--- src/hdl/assert_macros.svh ---
// assertion helpers used by the rtl sequencer
`ifndef ASSERT_MACROS_SVH
`define ASSERT_MACROS_SVH

// plain property checked at every clock edge outside reset
`define RLBP_ASSERT(lbl, clk, rst, prop) \
   lbl: assert property (@(posedge clk) disable iff (rst) (prop)) \
      else $error("rlbp check failed");

// implication checked at every clock edge outside reset
`define RLBP_ASSERT_IMP(lbl, clk, rst, ante, cons) \
   lbl: assert property (@(posedge clk) disable iff (rst) (ante) |-> (cons)) \
      else $error("rlbp check failed");

`endif

--- src/hdl/rlbp_pkg.sv ---
`timescale 1ns / 1ps
package rlbp_pkg;

   localparam int ENTRIES_DEF      = 32;
   localparam int OWNER_BITS_DEF   = 16;
   localparam int REQUEST_BITS_DEF = 32;

   localparam int OP_W      = 3;
   localparam int OWNER_W   = 16;
   localparam int REQUEST_W = 32;
   localparam int SIZE_W    = 32;
   localparam int STATUS_W  = 3;
   localparam int SLOT_W    = 5;
   localparam int REF_W     = 16;
   localparam int CSR_AW    = 3;
   localparam int CSR_DW    = 32;

   localparam logic [REF_W-1:0] REFS_MAX = '1;

   localparam logic [OP_W-1:0] OP_STORE   = 3'd0;
   localparam logic [OP_W-1:0] OP_ACQUIRE = 3'd1;
   localparam logic [OP_W-1:0] OP_GET     = 3'd2;
   localparam logic [OP_W-1:0] OP_RELEASE = 3'd3;
   localparam logic [OP_W-1:0] OP_CLEAR   = 3'd4;

   localparam logic [STATUS_W-1:0] ST_OK     = 3'd0;
   localparam logic [STATUS_W-1:0] ST_ABSENT = 3'd1;
   localparam logic [STATUS_W-1:0] ST_DUP    = 3'd2;
   localparam logic [STATUS_W-1:0] ST_MEM    = 3'd3;
   localparam logic [STATUS_W-1:0] ST_NOTACT = 3'd4;
   localparam logic [STATUS_W-1:0] ST_FULL   = 3'd5;
   localparam logic [STATUS_W-1:0] ST_EVICT  = 3'd6;

   localparam logic CSR_LIMIT = 1'b0;

   typedef logic [STATUS_W-1:0] status_type;

endpackage

--- src/hdl/rlbp_if.sv ---
`timescale 1ns / 1ps
interface rlbp_req_if;
   import rlbp_pkg::*;
   logic                 valid;
   logic                 ready;
   logic [OP_W-1:0]      op;
   logic [OWNER_W-1:0]   owner_id;
   logic [REQUEST_W-1:0] request_key;
   logic [SIZE_W-1:0]    item_size_kb;
   modport source (output valid, op, owner_id, request_key, item_size_kb, input ready);
   modport sink (input valid, op, owner_id, request_key, item_size_kb, output ready);
endinterface

interface rlbp_rsp_if;
   import rlbp_pkg::*;
   logic                 valid;
   logic                 ready;
   status_type           status;
   logic [SLOT_W-1:0]    slot;
   logic [OWNER_W-1:0]   evicted_owner;
   logic [REQUEST_W-1:0] evicted_request;
   logic [REF_W-1:0]     ref_count;
   logic [SIZE_W-1:0]    usage_kb;
   logic                 last;
   modport source (output valid, status, slot, evicted_owner, evicted_request, ref_count,
                   usage_kb, last, input ready);
   modport sink (input valid, status, slot, evicted_owner, evicted_request, ref_count,
                 usage_kb, last, output ready);
endinterface

--- src/hdl/rlbp_ram.sv ---
`timescale 1ns / 1ps
module rlbp_ram #(
   parameter int WIDTH = 8,
   parameter int DEPTH = 2
) (
   input  logic                     clock,
   input  logic                     we,
   input  logic [$clog2(DEPTH)-1:0] waddr,
   input  logic [WIDTH-1:0]         wdata,
   input  logic [$clog2(DEPTH)-1:0] raddr,
   output logic [WIDTH-1:0]         rdata
);
   logic [WIDTH-1:0] mem_ff [DEPTH];
   logic [WIDTH-1:0] rdata_ff;

   always_ff @(posedge clock) begin
      if (we) begin
         mem_ff[waddr] <= wdata;
      end
      rdata_ff <= mem_ff[raddr];
   end

   assign rdata = rdata_ff;
endmodule

--- src/hdl/rlbp_csr.sv ---
`timescale 1ns / 1ps
module rlbp_csr (
   input  logic                        clock,
   input  logic                        reset,
   input  logic                        psel,
   input  logic                        penable,
   input  logic                        pwrite,
   input  logic [rlbp_pkg::CSR_AW-1:0] paddr,
   input  logic [rlbp_pkg::CSR_DW-1:0] pwdata,
   output logic [rlbp_pkg::CSR_DW-1:0] prdata,
   output logic                        pready,
   output logic [rlbp_pkg::SIZE_W-1:0] limit_kb
);
   import rlbp_pkg::*;

   logic [SIZE_W-1:0] limit_ff, limit_in;
   logic              wr_en;

   assign wr_en = psel && penable && pwrite;

   always_comb begin
      limit_in = limit_ff;
      if (wr_en && paddr[2] == CSR_LIMIT) begin
         limit_in = pwdata;
      end
   end

   always_ff @(posedge clock) begin
      if (reset) begin
         limit_ff <= '0;
      end else begin
         limit_ff <= limit_in;
      end
   end

   assign prdata   = (paddr[2] == CSR_LIMIT) ? limit_ff : '0;
   assign pready   = 1'b1;
   assign limit_kb = limit_ff;
endmodule

--- src/hdl/rlbp_seq.sv ---
`timescale 1ns / 1ps
`include "assert_macros.svh"
module rlbp_seq #(
   parameter int ENTRIES      = rlbp_pkg::ENTRIES_DEF,
   parameter int OWNER_BITS   = rlbp_pkg::OWNER_BITS_DEF,
   parameter int REQUEST_BITS = rlbp_pkg::REQUEST_BITS_DEF
) (
   input  logic                        clock,
   input  logic                        reset,
   rlbp_req_if.sink                    req_if,
   rlbp_rsp_if.source                  rsp_if,
   input  logic [rlbp_pkg::SIZE_W-1:0] limit_kb
);
   import rlbp_pkg::*;

   localparam int IW = $clog2(ENTRIES);
   localparam int CW = $clog2(ENTRIES + 1);
   localparam int DW = OWNER_BITS + REQUEST_BITS + REF_W + SIZE_W;
   localparam logic [CW-1:0] LAST_IDX = CW'(ENTRIES - 1);

   localparam logic [3:0] S_IDLE    = 4'd0;
   localparam logic [3:0] S_LK_RD   = 4'd1;
   localparam logic [3:0] S_LK_CMP  = 4'd2;
   localparam logic [3:0] S_DISP    = 4'd3;
   localparam logic [3:0] S_EVAL    = 4'd4;
   localparam logic [3:0] S_ALLOC   = 4'd5;
   localparam logic [3:0] S_FILL    = 4'd6;
   localparam logic [3:0] S_CLR     = 4'd7;
   localparam logic [3:0] S_HD_SCAN = 4'd8;
   localparam logic [3:0] S_HD_DATA = 4'd9;
   localparam logic [3:0] S_RESP    = 4'd10;

   localparam logic [1:0] RET_EVAL = 2'd0;
   localparam logic [1:0] RET_FILL = 2'd1;
   localparam logic [1:0] RET_CLR  = 2'd2;

   logic [3:0]              state_ff, state_in;
   logic [OP_W-1:0]         op_ff, op_in;
   logic [OWNER_BITS-1:0]   own_ff, own_in;
   logic [REQUEST_BITS-1:0] rq_ff, rq_in;
   logic [SIZE_W-1:0]       size_ff, size_in;
   logic [CW-1:0]           idx_ff, idx_in;
   logic                    found_ff, found_in;
   logic [IW-1:0]           slot_ff, slot_in;
   logic [REF_W-1:0]        refs_ff, refs_in;
   logic [SIZE_W-1:0]       esz_ff, esz_in;
   logic [1:0]              ret_ff, ret_in;
   logic [ENTRIES-1:0]      val_ff, val_in;
   logic [ENTRIES-1:0]      act_ff, act_in;
   logic [CW-1:0]           rank_ff [ENTRIES];
   logic [CW-1:0]           rank_in [ENTRIES];
   logic [CW-1:0]           cnt_ff, cnt_in;
   logic [SIZE_W-1:0]       used_ff, used_in;
   status_type              pst_ff, pst_in;
   logic [IW-1:0]           pslot_ff, pslot_in;
   logic [REF_W-1:0]        prefs_ff, prefs_in;

   logic                    rv_ff, rv_in;
   status_type              r_status_ff, r_status_in;
   logic [SLOT_W-1:0]       r_slot_ff, r_slot_in;
   logic [OWNER_W-1:0]      r_eo_ff, r_eo_in;
   logic [REQUEST_W-1:0]    r_er_ff, r_er_in;
   logic [REF_W-1:0]        r_refs_ff, r_refs_in;
   logic [SIZE_W-1:0]       r_use_ff, r_use_in;
   logic                    r_last_ff, r_last_in;

   logic                    ram_we;
   logic [IW-1:0]           ram_wa;
   logic [DW-1:0]           ram_wd;
   logic [DW-1:0]           ram_rd;
   logic [OWNER_BITS-1:0]   rd_own;
   logic [REQUEST_BITS-1:0] rd_rq;
   logic [REF_W-1:0]        rd_refs;
   logic [SIZE_W-1:0]       rd_size;

   logic                    out_free;
   logic                    remove_en;
   logic [CW-1:0]           remove_r;
   logic                    push_en;
   logic [ENTRIES-1:0]      head_vec;
   logic [REF_W-1:0]        nr;
   logic                    over;
   logic [SIZE_W-1:0]       used_ev;
   logic [IW-1:0]           cur;

   rlbp_ram #(.WIDTH(DW), .DEPTH(ENTRIES)) u_ram (
      .clock (clock),
      .we    (ram_we),
      .waddr (ram_wa),
      .wdata (ram_wd),
      .raddr (idx_ff[IW-1:0]),
      .rdata (ram_rd)
   );

   assign rd_own  = ram_rd[DW-1 -: OWNER_BITS];
   assign rd_rq   = ram_rd[REF_W+SIZE_W +: REQUEST_BITS];
   assign rd_refs = ram_rd[SIZE_W +: REF_W];
   assign rd_size = ram_rd[SIZE_W-1:0];

   assign out_free = !rv_ff || rsp_if.ready;
   assign cur      = idx_ff[IW-1:0];
   assign over     = ({1'b0, used_ff} + {1'b0, size_ff}) >= {1'b0, limit_kb};
   assign used_ev  = (used_ff >= rd_size) ? (used_ff - rd_size) : '0;

   always_comb begin
      for (int i = 0; i < ENTRIES; i++) begin
         head_vec[i] = val_ff[i] && !act_ff[i] && (rank_ff[i] == '0);
      end
   end

   always_comb begin
      state_in = state_ff;
      op_in    = op_ff;
      own_in   = own_ff;
      rq_in    = rq_ff;
      size_in  = size_ff;
      idx_in   = idx_ff;
      found_in = found_ff;
      slot_in  = slot_ff;
      refs_in  = refs_ff;
      esz_in   = esz_ff;
      ret_in   = ret_ff;
      val_in   = val_ff;
      act_in   = act_ff;
      used_in  = used_ff;
      pst_in   = pst_ff;
      pslot_in = pslot_ff;
      prefs_in = prefs_ff;
      ram_we   = 1'b0;
      ram_wa   = slot_ff;
      ram_wd   = {own_ff, rq_ff, refs_ff, esz_ff};
      remove_en = 1'b0;
      remove_r  = rank_ff[slot_ff];
      push_en   = 1'b0;
      nr        = refs_ff;
      rv_in       = rv_ff && !rsp_if.ready;
      r_status_in = r_status_ff;
      r_slot_in   = r_slot_ff;
      r_eo_in     = r_eo_ff;
      r_er_in     = r_er_ff;
      r_refs_in   = r_refs_ff;
      r_use_in    = r_use_ff;
      r_last_in   = r_last_ff;

      unique case (state_ff)
         S_IDLE: begin
            if (req_if.valid) begin
               op_in    = req_if.op;
               own_in   = OWNER_BITS'(32'(req_if.owner_id));
               rq_in    = REQUEST_BITS'(48'(req_if.request_key));
               size_in  = req_if.item_size_kb;
               idx_in   = '0;
               found_in = 1'b0;
               state_in = S_LK_RD;
            end
         end
         S_LK_RD: begin
            state_in = S_LK_CMP;
         end
         S_LK_CMP: begin
            if (val_ff[cur] && rd_own == own_ff && rd_rq == rq_ff) begin
               found_in = 1'b1;
               slot_in  = cur;
               refs_in  = rd_refs;
               esz_in   = rd_size;
               state_in = S_DISP;
            end else if (idx_ff == LAST_IDX) begin
               state_in = S_DISP;
            end else begin
               idx_in   = idx_ff + CW'(1);
               state_in = S_LK_RD;
            end
         end
         S_DISP: begin
            state_in = S_RESP;
            pslot_in = slot_ff;
            unique case (op_ff) inside
               OP_STORE, OP_ACQUIRE: begin
                  if (!found_ff) begin
                     if (op_ff == OP_STORE) begin
                        state_in = S_EVAL;
                     end else begin
                        pst_in   = ST_ABSENT;
                        pslot_in = '0;
                        prefs_in = '0;
                     end
                  end else begin
                     if (act_ff[slot_ff]) begin
                        nr = (refs_ff == REFS_MAX) ? refs_ff : refs_ff + REF_W'(1);
                     end else begin
                        nr = REF_W'(1);
                        remove_en = 1'b1;
                        act_in[slot_ff] = 1'b1;
                     end
                     refs_in  = nr;
                     ram_we   = 1'b1;
                     ram_wd   = {own_ff, rq_ff, nr, esz_ff};
                     pst_in   = (op_ff == OP_STORE) ? ST_DUP : ST_OK;
                     prefs_in = nr;
                  end
               end
               OP_GET: begin
                  if (!found_ff) begin
                     pst_in   = ST_ABSENT;
                     pslot_in = '0;
                     prefs_in = '0;
                  end else if (act_ff[slot_ff]) begin
                     pst_in   = ST_OK;
                     prefs_in = refs_ff;
                  end else begin
                     pst_in   = ST_NOTACT;
                     prefs_in = '0;
                  end
               end
               OP_RELEASE: begin
                  if (!found_ff) begin
                     pst_in   = ST_ABSENT;
                     pslot_in = '0;
                     prefs_in = '0;
                  end else if (!act_ff[slot_ff]) begin
                     pst_in   = ST_NOTACT;
                     prefs_in = '0;
                  end else begin
                     nr = (refs_ff != '0) ? refs_ff - REF_W'(1) : '0;
                     if (nr == '0) begin
                        act_in[slot_ff] = 1'b0;
                        push_en = 1'b1;
                     end
                     refs_in  = nr;
                     ram_we   = 1'b1;
                     ram_wd   = {own_ff, rq_ff, nr, esz_ff};
                     pst_in   = ST_OK;
                     prefs_in = nr;
                  end
               end
               OP_CLEAR: begin
                  state_in = S_CLR;
               end
               default: begin
                  state_in = S_IDLE;
               end
            endcase
         end
         S_EVAL: begin
            if (over && cnt_ff != '0) begin
               idx_in   = '0;
               ret_in   = RET_EVAL;
               state_in = S_HD_SCAN;
            end else if (over) begin
               pst_in   = ST_MEM;
               pslot_in = '0;
               prefs_in = '0;
               state_in = S_RESP;
            end else begin
               idx_in   = '0;
               state_in = S_ALLOC;
            end
         end
         S_ALLOC: begin
            if (!val_ff[cur]) begin
               slot_in  = cur;
               state_in = S_FILL;
            end else if (idx_ff == LAST_IDX) begin
               if (cnt_ff != '0) begin
                  idx_in   = '0;
                  ret_in   = RET_FILL;
                  state_in = S_HD_SCAN;
               end else begin
                  pst_in   = ST_FULL;
                  pslot_in = '0;
                  prefs_in = '0;
                  state_in = S_RESP;
               end
            end else begin
               idx_in = idx_ff + CW'(1);
            end
         end
         S_FILL: begin
            val_in[slot_ff] = 1'b1;
            act_in[slot_ff] = 1'b1;
            ram_we   = 1'b1;
            ram_wd   = {own_ff, rq_ff, REF_W'(1), size_ff};
            used_in  = used_ff + size_ff;
            pst_in   = ST_OK;
            pslot_in = slot_ff;
            prefs_in = REF_W'(1);
            state_in = S_RESP;
         end
         S_CLR: begin
            if (cnt_ff != '0) begin
               idx_in   = '0;
               ret_in   = RET_CLR;
               state_in = S_HD_SCAN;
            end else begin
               pst_in   = ST_OK;
               pslot_in = '0;
               prefs_in = '0;
               state_in = S_RESP;
            end
         end
         S_HD_SCAN: begin
            if (head_vec[cur]) begin
               slot_in  = cur;
               state_in = S_HD_DATA;
            end else if (idx_ff == LAST_IDX) begin
               idx_in = '0;
            end else begin
               idx_in = idx_ff + CW'(1);
            end
         end
         S_HD_DATA: begin
            if (out_free) begin
               rv_in       = 1'b1;
               r_status_in = ST_EVICT;
               r_slot_in   = SLOT_W'(slot_ff);
               r_eo_in     = OWNER_W'(32'(rd_own));
               r_er_in     = REQUEST_W'(48'(rd_rq));
               r_refs_in   = '0;
               r_use_in    = used_ev;
               r_last_in   = 1'b0;
               used_in     = used_ev;
               val_in[slot_ff] = 1'b0;
               act_in[slot_ff] = 1'b0;
               remove_en   = 1'b1;
               remove_r    = '0;
               unique case (ret_ff)
                  RET_FILL: state_in = S_FILL;
                  RET_CLR:  state_in = S_CLR;
                  default:  state_in = S_EVAL;
               endcase
            end
         end
         S_RESP: begin
            if (out_free) begin
               rv_in       = 1'b1;
               r_status_in = pst_ff;
               r_slot_in   = SLOT_W'(pslot_ff);
               r_eo_in     = '0;
               r_er_in     = '0;
               r_refs_in   = prefs_ff;
               r_use_in    = used_ff;
               r_last_in   = 1'b1;
               state_in    = S_IDLE;
            end
         end
         default: begin
            state_in = S_IDLE;
         end
      endcase
   end

   // release queue kept as a rank per entry, head has rank zero
   always_comb begin
      for (int i = 0; i < ENTRIES; i++) begin
         rank_in[i] = rank_ff[i];
         if (remove_en && val_ff[i] && !act_ff[i] && rank_ff[i] > remove_r) begin
            rank_in[i] = rank_ff[i] - CW'(1);
         end
         if (push_en && slot_ff == IW'(i)) begin
            rank_in[i] = cnt_ff;
         end
      end
      cnt_in = cnt_ff;
      if (remove_en) begin
         cnt_in = cnt_ff - CW'(1);
      end else if (push_en) begin
         cnt_in = cnt_ff + CW'(1);
      end
   end

   always_ff @(posedge clock) begin
      if (reset) begin
         state_ff <= S_IDLE;
         val_ff   <= '0;
         act_ff   <= '0;
         cnt_ff   <= '0;
         used_ff  <= '0;
         rv_ff    <= 1'b0;
      end else begin
         state_ff <= state_in;
         val_ff   <= val_in;
         act_ff   <= act_in;
         cnt_ff   <= cnt_in;
         used_ff  <= used_in;
         rv_ff    <= rv_in;
      end
   end

   always_ff @(posedge clock) begin
      op_ff       <= op_in;
      own_ff      <= own_in;
      rq_ff       <= rq_in;
      size_ff     <= size_in;
      idx_ff      <= idx_in;
      found_ff    <= found_in;
      slot_ff     <= slot_in;
      refs_ff     <= refs_in;
      esz_ff      <= esz_in;
      ret_ff      <= ret_in;
      pst_ff      <= pst_in;
      pslot_ff    <= pslot_in;
      prefs_ff    <= prefs_in;
      rank_ff     <= rank_in;
      r_status_ff <= r_status_in;
      r_slot_ff   <= r_slot_in;
      r_eo_ff     <= r_eo_in;
      r_er_ff     <= r_er_in;
      r_refs_ff   <= r_refs_in;
      r_use_ff    <= r_use_in;
      r_last_ff   <= r_last_in;
   end

   assign req_if.ready           = (state_ff == S_IDLE) && !reset;
   assign rsp_if.valid           = rv_ff;
   assign rsp_if.status          = r_status_ff;
   assign rsp_if.slot            = r_slot_ff;
   assign rsp_if.evicted_owner   = r_eo_ff;
   assign rsp_if.evicted_request = r_er_ff;
   assign rsp_if.ref_count       = r_refs_ff;
   assign rsp_if.usage_kb        = r_use_ff;
   assign rsp_if.last            = r_last_ff;

   `RLBP_ASSERT(a_act_valid, clock, reset, (act_ff & ~val_ff) == '0)
   `RLBP_ASSERT(a_queue_len, clock, reset, $countones(val_ff & ~act_ff) == 32'(cnt_ff))
   `RLBP_ASSERT_IMP(a_evict_not_last, clock, reset,
      rv_ff && r_status_ff == ST_EVICT, !r_last_ff)
   `RLBP_ASSERT_IMP(a_head_released, clock, reset,
      state_ff == S_HD_DATA, val_ff[slot_ff] && !act_ff[slot_ff])
endmodule

--- src/hdl/refcount_lru_buffer_pool_top.sv ---
`timescale 1ns / 1ps
// channel   dir  handshake              payload
// req_if    in   valid/ready            op, owner_id, request_key, item_size_kb
// rsp_if    out  valid/ready            status, slot, evicted_*, ref_count, usage_kb, last
// csr apb   in   psel/penable, pready   paddr, pwdata, prdata
// a key lookup reads then compares each entry walked (up to ENTRIES entries), one ram read port
// each eviction: a head scan of one entry a cycle, a report beat, then back to the budget check, fill or clear
// a store scans for a free slot one entry a cycle; acquire/get/release go from dispatch straight to the response
// reset clears the table at once, no clearing pass
// req ready only between items; a stalled rsp holds the sequencer in place
module refcount_lru_buffer_pool_top #(
   parameter int ENTRIES      = rlbp_pkg::ENTRIES_DEF,
   parameter int OWNER_BITS   = rlbp_pkg::OWNER_BITS_DEF,
   parameter int REQUEST_BITS = rlbp_pkg::REQUEST_BITS_DEF
) (
   input  logic                        clock,
   input  logic                        reset,
   rlbp_req_if.sink                    req_if,
   rlbp_rsp_if.source                  rsp_if,
   input  logic                        psel,
   input  logic                        penable,
   input  logic                        pwrite,
   input  logic [rlbp_pkg::CSR_AW-1:0] paddr,
   input  logic [rlbp_pkg::CSR_DW-1:0] pwdata,
   output logic [rlbp_pkg::CSR_DW-1:0] prdata,
   output logic                        pready
);
   import rlbp_pkg::*;

   logic [SIZE_W-1:0] limit_kb;

   rlbp_csr u_csr (
      .clock    (clock),
      .reset    (reset),
      .psel     (psel),
      .penable  (penable),
      .pwrite   (pwrite),
      .paddr    (paddr),
      .pwdata   (pwdata),
      .prdata   (prdata),
      .pready   (pready),
      .limit_kb (limit_kb)
   );

   rlbp_seq #(
      .ENTRIES      (ENTRIES),
      .OWNER_BITS   (OWNER_BITS),
      .REQUEST_BITS (REQUEST_BITS)
   ) u_seq (
      .clock    (clock),
      .reset    (reset),
      .req_if   (req_if),
      .rsp_if   (rsp_if),
      .limit_kb (limit_kb)
   );
endmodule

--- src/flat_wrapper.sv ---
// flat-port wrapper written by rule: the top's interface ports become plain ports
module refcount_lru_buffer_pool_top_flat import rlbp_pkg::*;
#(
   parameter int ENTRIES      = rlbp_pkg::ENTRIES_DEF,
   parameter int OWNER_BITS   = rlbp_pkg::OWNER_BITS_DEF,
   parameter int REQUEST_BITS = rlbp_pkg::REQUEST_BITS_DEF
)
  (clock, reset, psel, penable, pwrite, paddr, pwdata, prdata, pready, req_if_valid, req_if_op, req_if_owner_id, req_if_request_key, req_if_item_size_kb, req_if_ready, rsp_if_valid, rsp_if_status, rsp_if_slot, rsp_if_evicted_owner, rsp_if_evicted_request, rsp_if_ref_count, rsp_if_usage_kb, rsp_if_last, rsp_if_ready);
  rlbp_req_if req_if_i ();
  rlbp_rsp_if rsp_if_i ();
  input  logic clock;
  input  logic reset;
  input  logic psel;
  input  logic penable;
  input  logic pwrite;
  input  logic [rlbp_pkg::CSR_AW-1:0] paddr;
  input  logic [rlbp_pkg::CSR_DW-1:0] pwdata;
  output logic [rlbp_pkg::CSR_DW-1:0] prdata;
  output logic pready;
  input wire logic [$bits(req_if_i.valid)-1:0] req_if_valid;
  input wire logic [$bits(req_if_i.op)-1:0] req_if_op;
  input wire logic [$bits(req_if_i.owner_id)-1:0] req_if_owner_id;
  input wire logic [$bits(req_if_i.request_key)-1:0] req_if_request_key;
  input wire logic [$bits(req_if_i.item_size_kb)-1:0] req_if_item_size_kb;
  output wire logic [$bits(req_if_i.ready)-1:0] req_if_ready;
  output wire logic [$bits(rsp_if_i.valid)-1:0] rsp_if_valid;
  output wire logic [$bits(rsp_if_i.status)-1:0] rsp_if_status;
  output wire logic [$bits(rsp_if_i.slot)-1:0] rsp_if_slot;
  output wire logic [$bits(rsp_if_i.evicted_owner)-1:0] rsp_if_evicted_owner;
  output wire logic [$bits(rsp_if_i.evicted_request)-1:0] rsp_if_evicted_request;
  output wire logic [$bits(rsp_if_i.ref_count)-1:0] rsp_if_ref_count;
  output wire logic [$bits(rsp_if_i.usage_kb)-1:0] rsp_if_usage_kb;
  output wire logic [$bits(rsp_if_i.last)-1:0] rsp_if_last;
  input wire logic [$bits(rsp_if_i.ready)-1:0] rsp_if_ready;
  assign req_if_i.valid = req_if_valid;
  assign req_if_i.op = req_if_op;
  assign req_if_i.owner_id = req_if_owner_id;
  assign req_if_i.request_key = req_if_request_key;
  assign req_if_i.item_size_kb = req_if_item_size_kb;
  assign req_if_ready = req_if_i.ready;
  assign rsp_if_valid = rsp_if_i.valid;
  assign rsp_if_status = rsp_if_i.status;
  assign rsp_if_slot = rsp_if_i.slot;
  assign rsp_if_evicted_owner = rsp_if_i.evicted_owner;
  assign rsp_if_evicted_request = rsp_if_i.evicted_request;
  assign rsp_if_ref_count = rsp_if_i.ref_count;
  assign rsp_if_usage_kb = rsp_if_i.usage_kb;
  assign rsp_if_last = rsp_if_i.last;
  assign rsp_if_i.ready = rsp_if_ready;
  refcount_lru_buffer_pool_top #(.ENTRIES(ENTRIES), .OWNER_BITS(OWNER_BITS), .REQUEST_BITS(REQUEST_BITS)) u_core (.clock(clock), .reset(reset), .req_if(req_if_i), .rsp_if(rsp_if_i), .psel(psel), .penable(penable), .pwrite(pwrite), .paddr(paddr), .pwdata(pwdata), .prdata(prdata), .pready(pready));
endmodule
--- config.mk ---
export PLATFORM = sky130hd
export DESIGN_NAME = refcount_lru_buffer_pool_top_flat
export DESIGN_NICKNAME = d
export VERILOG_FILES = /design/src/hdl/rlbp_pkg.sv /design/src/hdl/rlbp_if.sv /design/src/hdl/rlbp_ram.sv /design/src/hdl/rlbp_csr.sv /design/src/hdl/rlbp_seq.sv /design/src/hdl/refcount_lru_buffer_pool_top.sv /design/src/flat_wrapper.sv
export VERILOG_INCLUDE_DIRS = /design/src /design/src/hdl
export SDC_FILE = /design/constraint.sdc
export NUM_CORES = 2
export LEC_CHECK = 0
export BUFFER_PORTS_ARGS = -buffer_cell sky130_fd_sc_hd__buf_4
export CORE_MARGIN = 2
export CORE_UTILIZATION = 43
export CTS_CLUSTER_SIZE = 30
export DETAILED_ROUTE_END_ITERATION = 10
export GPL_ROUTABILITY_DRIVEN = 1
export SYNTH_ARGS = -nofsm -noshare
export SYNTH_HDL_FRONTEND = slang
export SYNTH_SLANG_ARGS = --single-unit
--- constraint.sdc ---
create_clock -name clock -period 10.05 [get_ports clock]
set_clock_uncertainty 0.2 [all_clocks]
set_input_delay 1.005 -clock clock [delete_from_list [all_inputs] [get_ports clock]]
set_output_delay 1.005 -clock clock [all_outputs]
set_load 0.05 [all_outputs]
==> results.txt <==
The run finished, with violations left. The checks that failed: max-slew violations. The achievable frequency came out at 0.149 GHz. In this run the power density over the cells is 251 mW/mm^2. The category of cells accounting for the largest share of critical-path delay is compound AO/OA/AOI/OAI gates. The initial antenna violation count is 24. The die covers between 0.3 and 0.4 mm^2. Of all nets on the critical path, the largest fanout is 7. The filler cell count in the final layout came out at 30400. For the final routed database, the setup TNS stands at 0 ps. The worst-case register-to-register setup slack came out at 3330 ps.

Among the stages of the critical path, the cell type that occurs most often is a211oi_1. Dividing the final minimum period by the clock period gives 0.669. The horizontal die dimension is approximately 610 um. The number of nets at the end of the flow is ~10000. The commonest cells after synthesis are edfxtp_1 (3538), mux4_2 (725), nand2_1 (668). The count of port buffers added during placement is 261. The post-synthesis net count came out at 9992.

The path with the worst hold slack has its endpoint at u_core.u_seq.rq_ff[18]. The clock period could shrink to 6720 ps. In the post-synthesis netlist, the biggest area contributors are edfxtp_1 (67%), mux4_2 (10%), dfxtp_1 (3.0%), ha_1 (2.6%), mux2i_1 (2.4%). The clock sink total is 3773.

For this run, the total global-route usage over all layers was measured as 0.253. The complex-gate fraction of the synthesized area came out at 0.0614. The startpoint identified for the worst hold timing path is req_if_request_key[18]. The growth of design area from synthesis to finish came out at 13.9%. The final count of hold timing violations came out at 0. The most frequent cell after synthesis is edfxtp_1.

STA classifies the critical path endpoint as a flip-flop. The measured slew at the worst slew-check pin came out at 1670 ps. The clock input transition at the sequential cells of the worst setup and hold paths came out at 60 ps. After detailed routing, the average wire length per cell comes to roughly 32 um. The post-placement worst setup slack came out at 3400 ps. The worst hold path belongs to the class input pin to flip-flop. TritonCTS built the clock tree. The worst endpoint required time came out at 10440 ps. The proportion of register bits with asynchronous set or reset after synthesis is 0. The peak ir drop on the vdd network is 0.233 mV.

The via density per instance is 6.09. The number of register bits inferred by synthesis came out at 3773. Of the cells placed in the final design, the portion with a size suffix greater than 1 is 0.185. Hold is met by between 60 and 70 ps. Of the total synthesized cell area, the portion taken by XOR and XNOR cells is 0.0143. The total vias in the final route came out at 92700. The number of top-level pins came out at 265. The basic-gate share of the synthesized area counting and, or, nand and nor cells came out at 0.0536.

The cell area that synthesis handed to floorplanning was ~0.16 mm^2. In this run, CTS created clock tree buffers numbering 396. Walking the worst path, the cells encountered are ha_1 -> fa_1 -> a211oi_1 -> o21ai_0 -> a211oi_1 -> nor3_1 -> a211oi_1 -> nor3b_1 -> a311oi_1 -> ha_1 -> nand4_1 -> nor2_1 -> and3_1 -> o21ai_0 -> o221ai_1 -> nand2_1 -> nand3_1 -> a221oi_1. Counting instances, the worst hold path has a depth of 1. The setup fix buffers added after clock tree synthesis came out at 0. Setup repair after global routing left no endpoint under its margin. The effective utilization at floorplan is 0.431.

The part of the Yosys area used for sequential elements came out at 0.698. STA classifies the critical path startpoint as a flip-flop. The total power of the final layout came out at 0.0455 W. The DRC violations left came out at 0. The final weighted congestion in routability-driven placement came out at 0.889. In this run the clock root is driven by a clkbuf_16.

The clock insertion delay at the later pin of the skew report is 980 ps. Once layout is complete, the utilization of the core stands at 0.491. The path type of the worst setup path is flip-flop to flip-flop. In this run the vertical extent of the chip is 612 um. Entering global routing, the biggest net connects between 100 and 150 pins. The top cell type's share of synthesized area came out at 0.668. CTS built an H-tree with a depth of 5. The synthesized instance count came out at 9535. The number of failing setup endpoints in the final timing report is 0. The reg-to-reg critical path startpoint is u_core.u_seq.size_ff[0]. The number of buffer and inverter stages on the critical path is 0.

For the worst flop-to-flop path, the logic depth is 18. The number of core rows came out at 223. The total of warnings raised by yosys came out at 0. The number of optimization iterations in the first detailed-route pass came out at 6.

At the worst endpoint, the arrival time is just over 7000 ps. The number of buffers on the longest clock path came out at 4. The remaining number of nets flagged by the antenna check after routing came out at 0. The analysis attributes to cell leakage a power of 59.3 nW. The number of global-route vias before repair came out at 91500. The violation count after the first detailed-routing iteration came out at 11600. The final-report max-slew violation count is 72.

The aggregate global routing overflow is 0. The worst slew margin relative to its limit came out at -0.115. For this run, the slowest stage of the critical path takes 1040 ps. The primary flip-flop cell chosen by synthesis mapping is edfxtp_1. Of the post-synthesis cell area, the part taken by muxes is 0.129. The count of maximum capacitance violations came out at 0.

edfxtp_1 takes more of the synthesized area than any other cell. The minimum setup slack in the final design came out at about 3300 ps. The endpoint identified for the worst register-to-register timing path is u_core.u_seq.idx_ff[1].

The floorplan core area came out at 0.369 mm^2. Of the total synthesized cell area, the portion taken by full adders, half adders and majority gates is 0.0263. The slowest library cell on the worst path is a221oi_1. The first-pass GRT wire length came out at 677 mm. The total half-perimeter wirelength after legalization and detailed placement came out at about 270 mm. The post-synthesis cell type count came out at 77. The synthesized area per cell came out at 16.7 um^2. The routed design has 481 mm of wire. The count of flip-flops with a built-in enable after synthesis is 3538. After synthesis, the largest family of logic cells by area is multiplexers.
[repair_timing]
action | 4_1_cts | 5_1_grt
resized for setup | 0 | 0
hold endpoints to repair | 44 | 0
hold buffers | 44 | 0
[metal layers]
layer	part of all wire	wire length, um	track usage
met5	0.000058	28	0
met4	0.041	19600	0.0965
met3	0.079	38100	0.0374
met2	0.48	229000	0.408
met1	0.40	195000	0.347
[worst max path at each step]
stage,from,endpoint,slack (ps),depth (start not counted)
finish,u_core.u_seq.size_ff[0],u_core.u_seq.idx_ff[1],3330,18
global route,u_core.u_seq.size_ff[0],u_core.u_seq.idx_ff[4],2900,18
CTS,u_core.u_seq.size_ff[0],u_core.u_seq.idx_ff[4],3370,18
detailed placement,u_core.u_seq.size_ff[0],u_core.u_seq.idx_ff[1],3400,18
global placement,u_core.u_seq.size_ff[0],u_core.u_seq.idx_ff[0],3460,18
floorplan,u_core.u_seq.state_ff[3],u_core.u_seq.rsp_if.evicted_owner[0],2810,6
[where the power goes]
group	internal, W	leakage, nW	total [W]	switching (W)
clock	0.00855	6.35	0.0147	0.00613
combinational	0.00472	18.6	0.0120	0.00727
sequential	0.0181	34.4	0.0188	0.000716
total	0.0314	59.3	0.0455	0.0141
[layout by cell type, fill, tap and decap left out, types with 44 or more instances in the layout]
| cell | count |
|---|---|
| a211oi_1 | 59 |
| a21oi_1 | 494 |
| a311oi_1 | 90 |
| and2_1 | 67 |
| buf_4 | 440 |
| clkbuf_1 | 99 |
| clkbuf_16 | 406 |
| clkinv_1 | 64 |
| clkinv_2 | 56 |
| dfxtp_1 | 235 |
| dlygate4sd3_1 | 44 |
| edfxtp_1 | 3538 |
| ha_1 | 329 |
| inv_1 | 165 |
| mux2i_1 | 388 |
| mux4_2 | 725 |
| nand2_1 | 663 |
| nand2b_1 | 65 |
| nand3_1 | 91 |
| nand4_1 | 51 |
| nor2_1 | 297 |
| nor2b_1 | 96 |
| nor3_1 | 276 |
| o21a_1 | 44 |
| o21ai_0 | 277 |
| o221ai_1 | 247 |
| o22ai_1 | 87 |
| xnor2_1 | 178 |
| xor2_1 | 81 |
[worst reg2reg max path: stages, from the launching register on]
cell      delay [ps]
edfxtp_1         410
ha_1             270
fa_1             440
a211oi_1         410
o21ai_0          220
a211oi_1         500
nor3_1           170
a211oi_1         570
nor3b_1          110
a311oi_1         530
ha_1             360
nand4_1           90
nor2_1            60
and3_1           190
o21ai_0           80
o221ai_1         130
nand2_1          110
nand3_1          430
a221oi_1        1040
[registers in the layout, summed over array words and instances (netlist names), 4 cells and up, named ones only]
| signal | count |
|---|---|
| u_core.u_csr.limit_kb | 32 |
| u_core.u_seq.cnt_ff | 6 |
| u_core.u_seq.esz_ff | 32 |
| u_core.u_seq.idx_ff | 6 |
| u_core.u_seq.own_ff | 16 |
| u_core.u_seq.prefs_ff | 16 |
| u_core.u_seq.pslot_ff | 5 |
| u_core.u_seq.ram_wa | 5 |
| u_core.u_seq.rank_ff | 192 |
| u_core.u_seq.refs_ff | 16 |
| u_core.u_seq.rq_ff | 32 |
| u_core.u_seq.rsp_if.evicted_owner | 16 |
| u_core.u_seq.rsp_if.evicted_request | 32 |
| u_core.u_seq.rsp_if.ref_count | 16 |
| u_core.u_seq.rsp_if.slot | 5 |
| u_core.u_seq.rsp_if.usage_kb | 32 |
| u_core.u_seq.size_ff | 32 |
| u_core.u_seq.state_ff | 4 |
| u_core.u_seq.u_ram.mem_ff | 3072 |
| u_core.u_seq.u_ram.rdata | 96 |
| u_core.u_seq.used_ff | 32 |
[area by class of cell]
class / instances / area (um^2) / area share
Clock inverter: 185 / 1890 / 0.0104
Sequential cell: 3773 / 111000 / 0.613
Multi-Input combinational cell: 5061 / 45700 / 0.253
Clock buffer: 548 / 11100 / 0.0614
Timing Repair Buffer: 522 / 4500 / 0.0248
Tap cell: 4950 / 6190 / 0.0342
Inverter: 169 / 642 / 0.00354
Antenna cell: 23 / 57.6 / 0.000318
[per-stage QoR]
stage / instance area, um^2 / cells
floorplan: 159000 / 9535
global placement: 168000 / 14400
detailed placement: 168000 / 14400
CTS: 181000 / 15200
global route: 181000 / 15200
finish: 181000 / 15200
[logic make-up after synthesis]
family / count (synthesis)
AO/OA/AOI/OAI: 1510
XOR/XNOR: 260
other: 1
adder cells (fa/ha/maj): 332
AND/OR/NAND/NOR: 1813
multiplexers: 1145
buffers and inverters: 701
flip-flops: 3773
(Power assumes the default switching activity.)
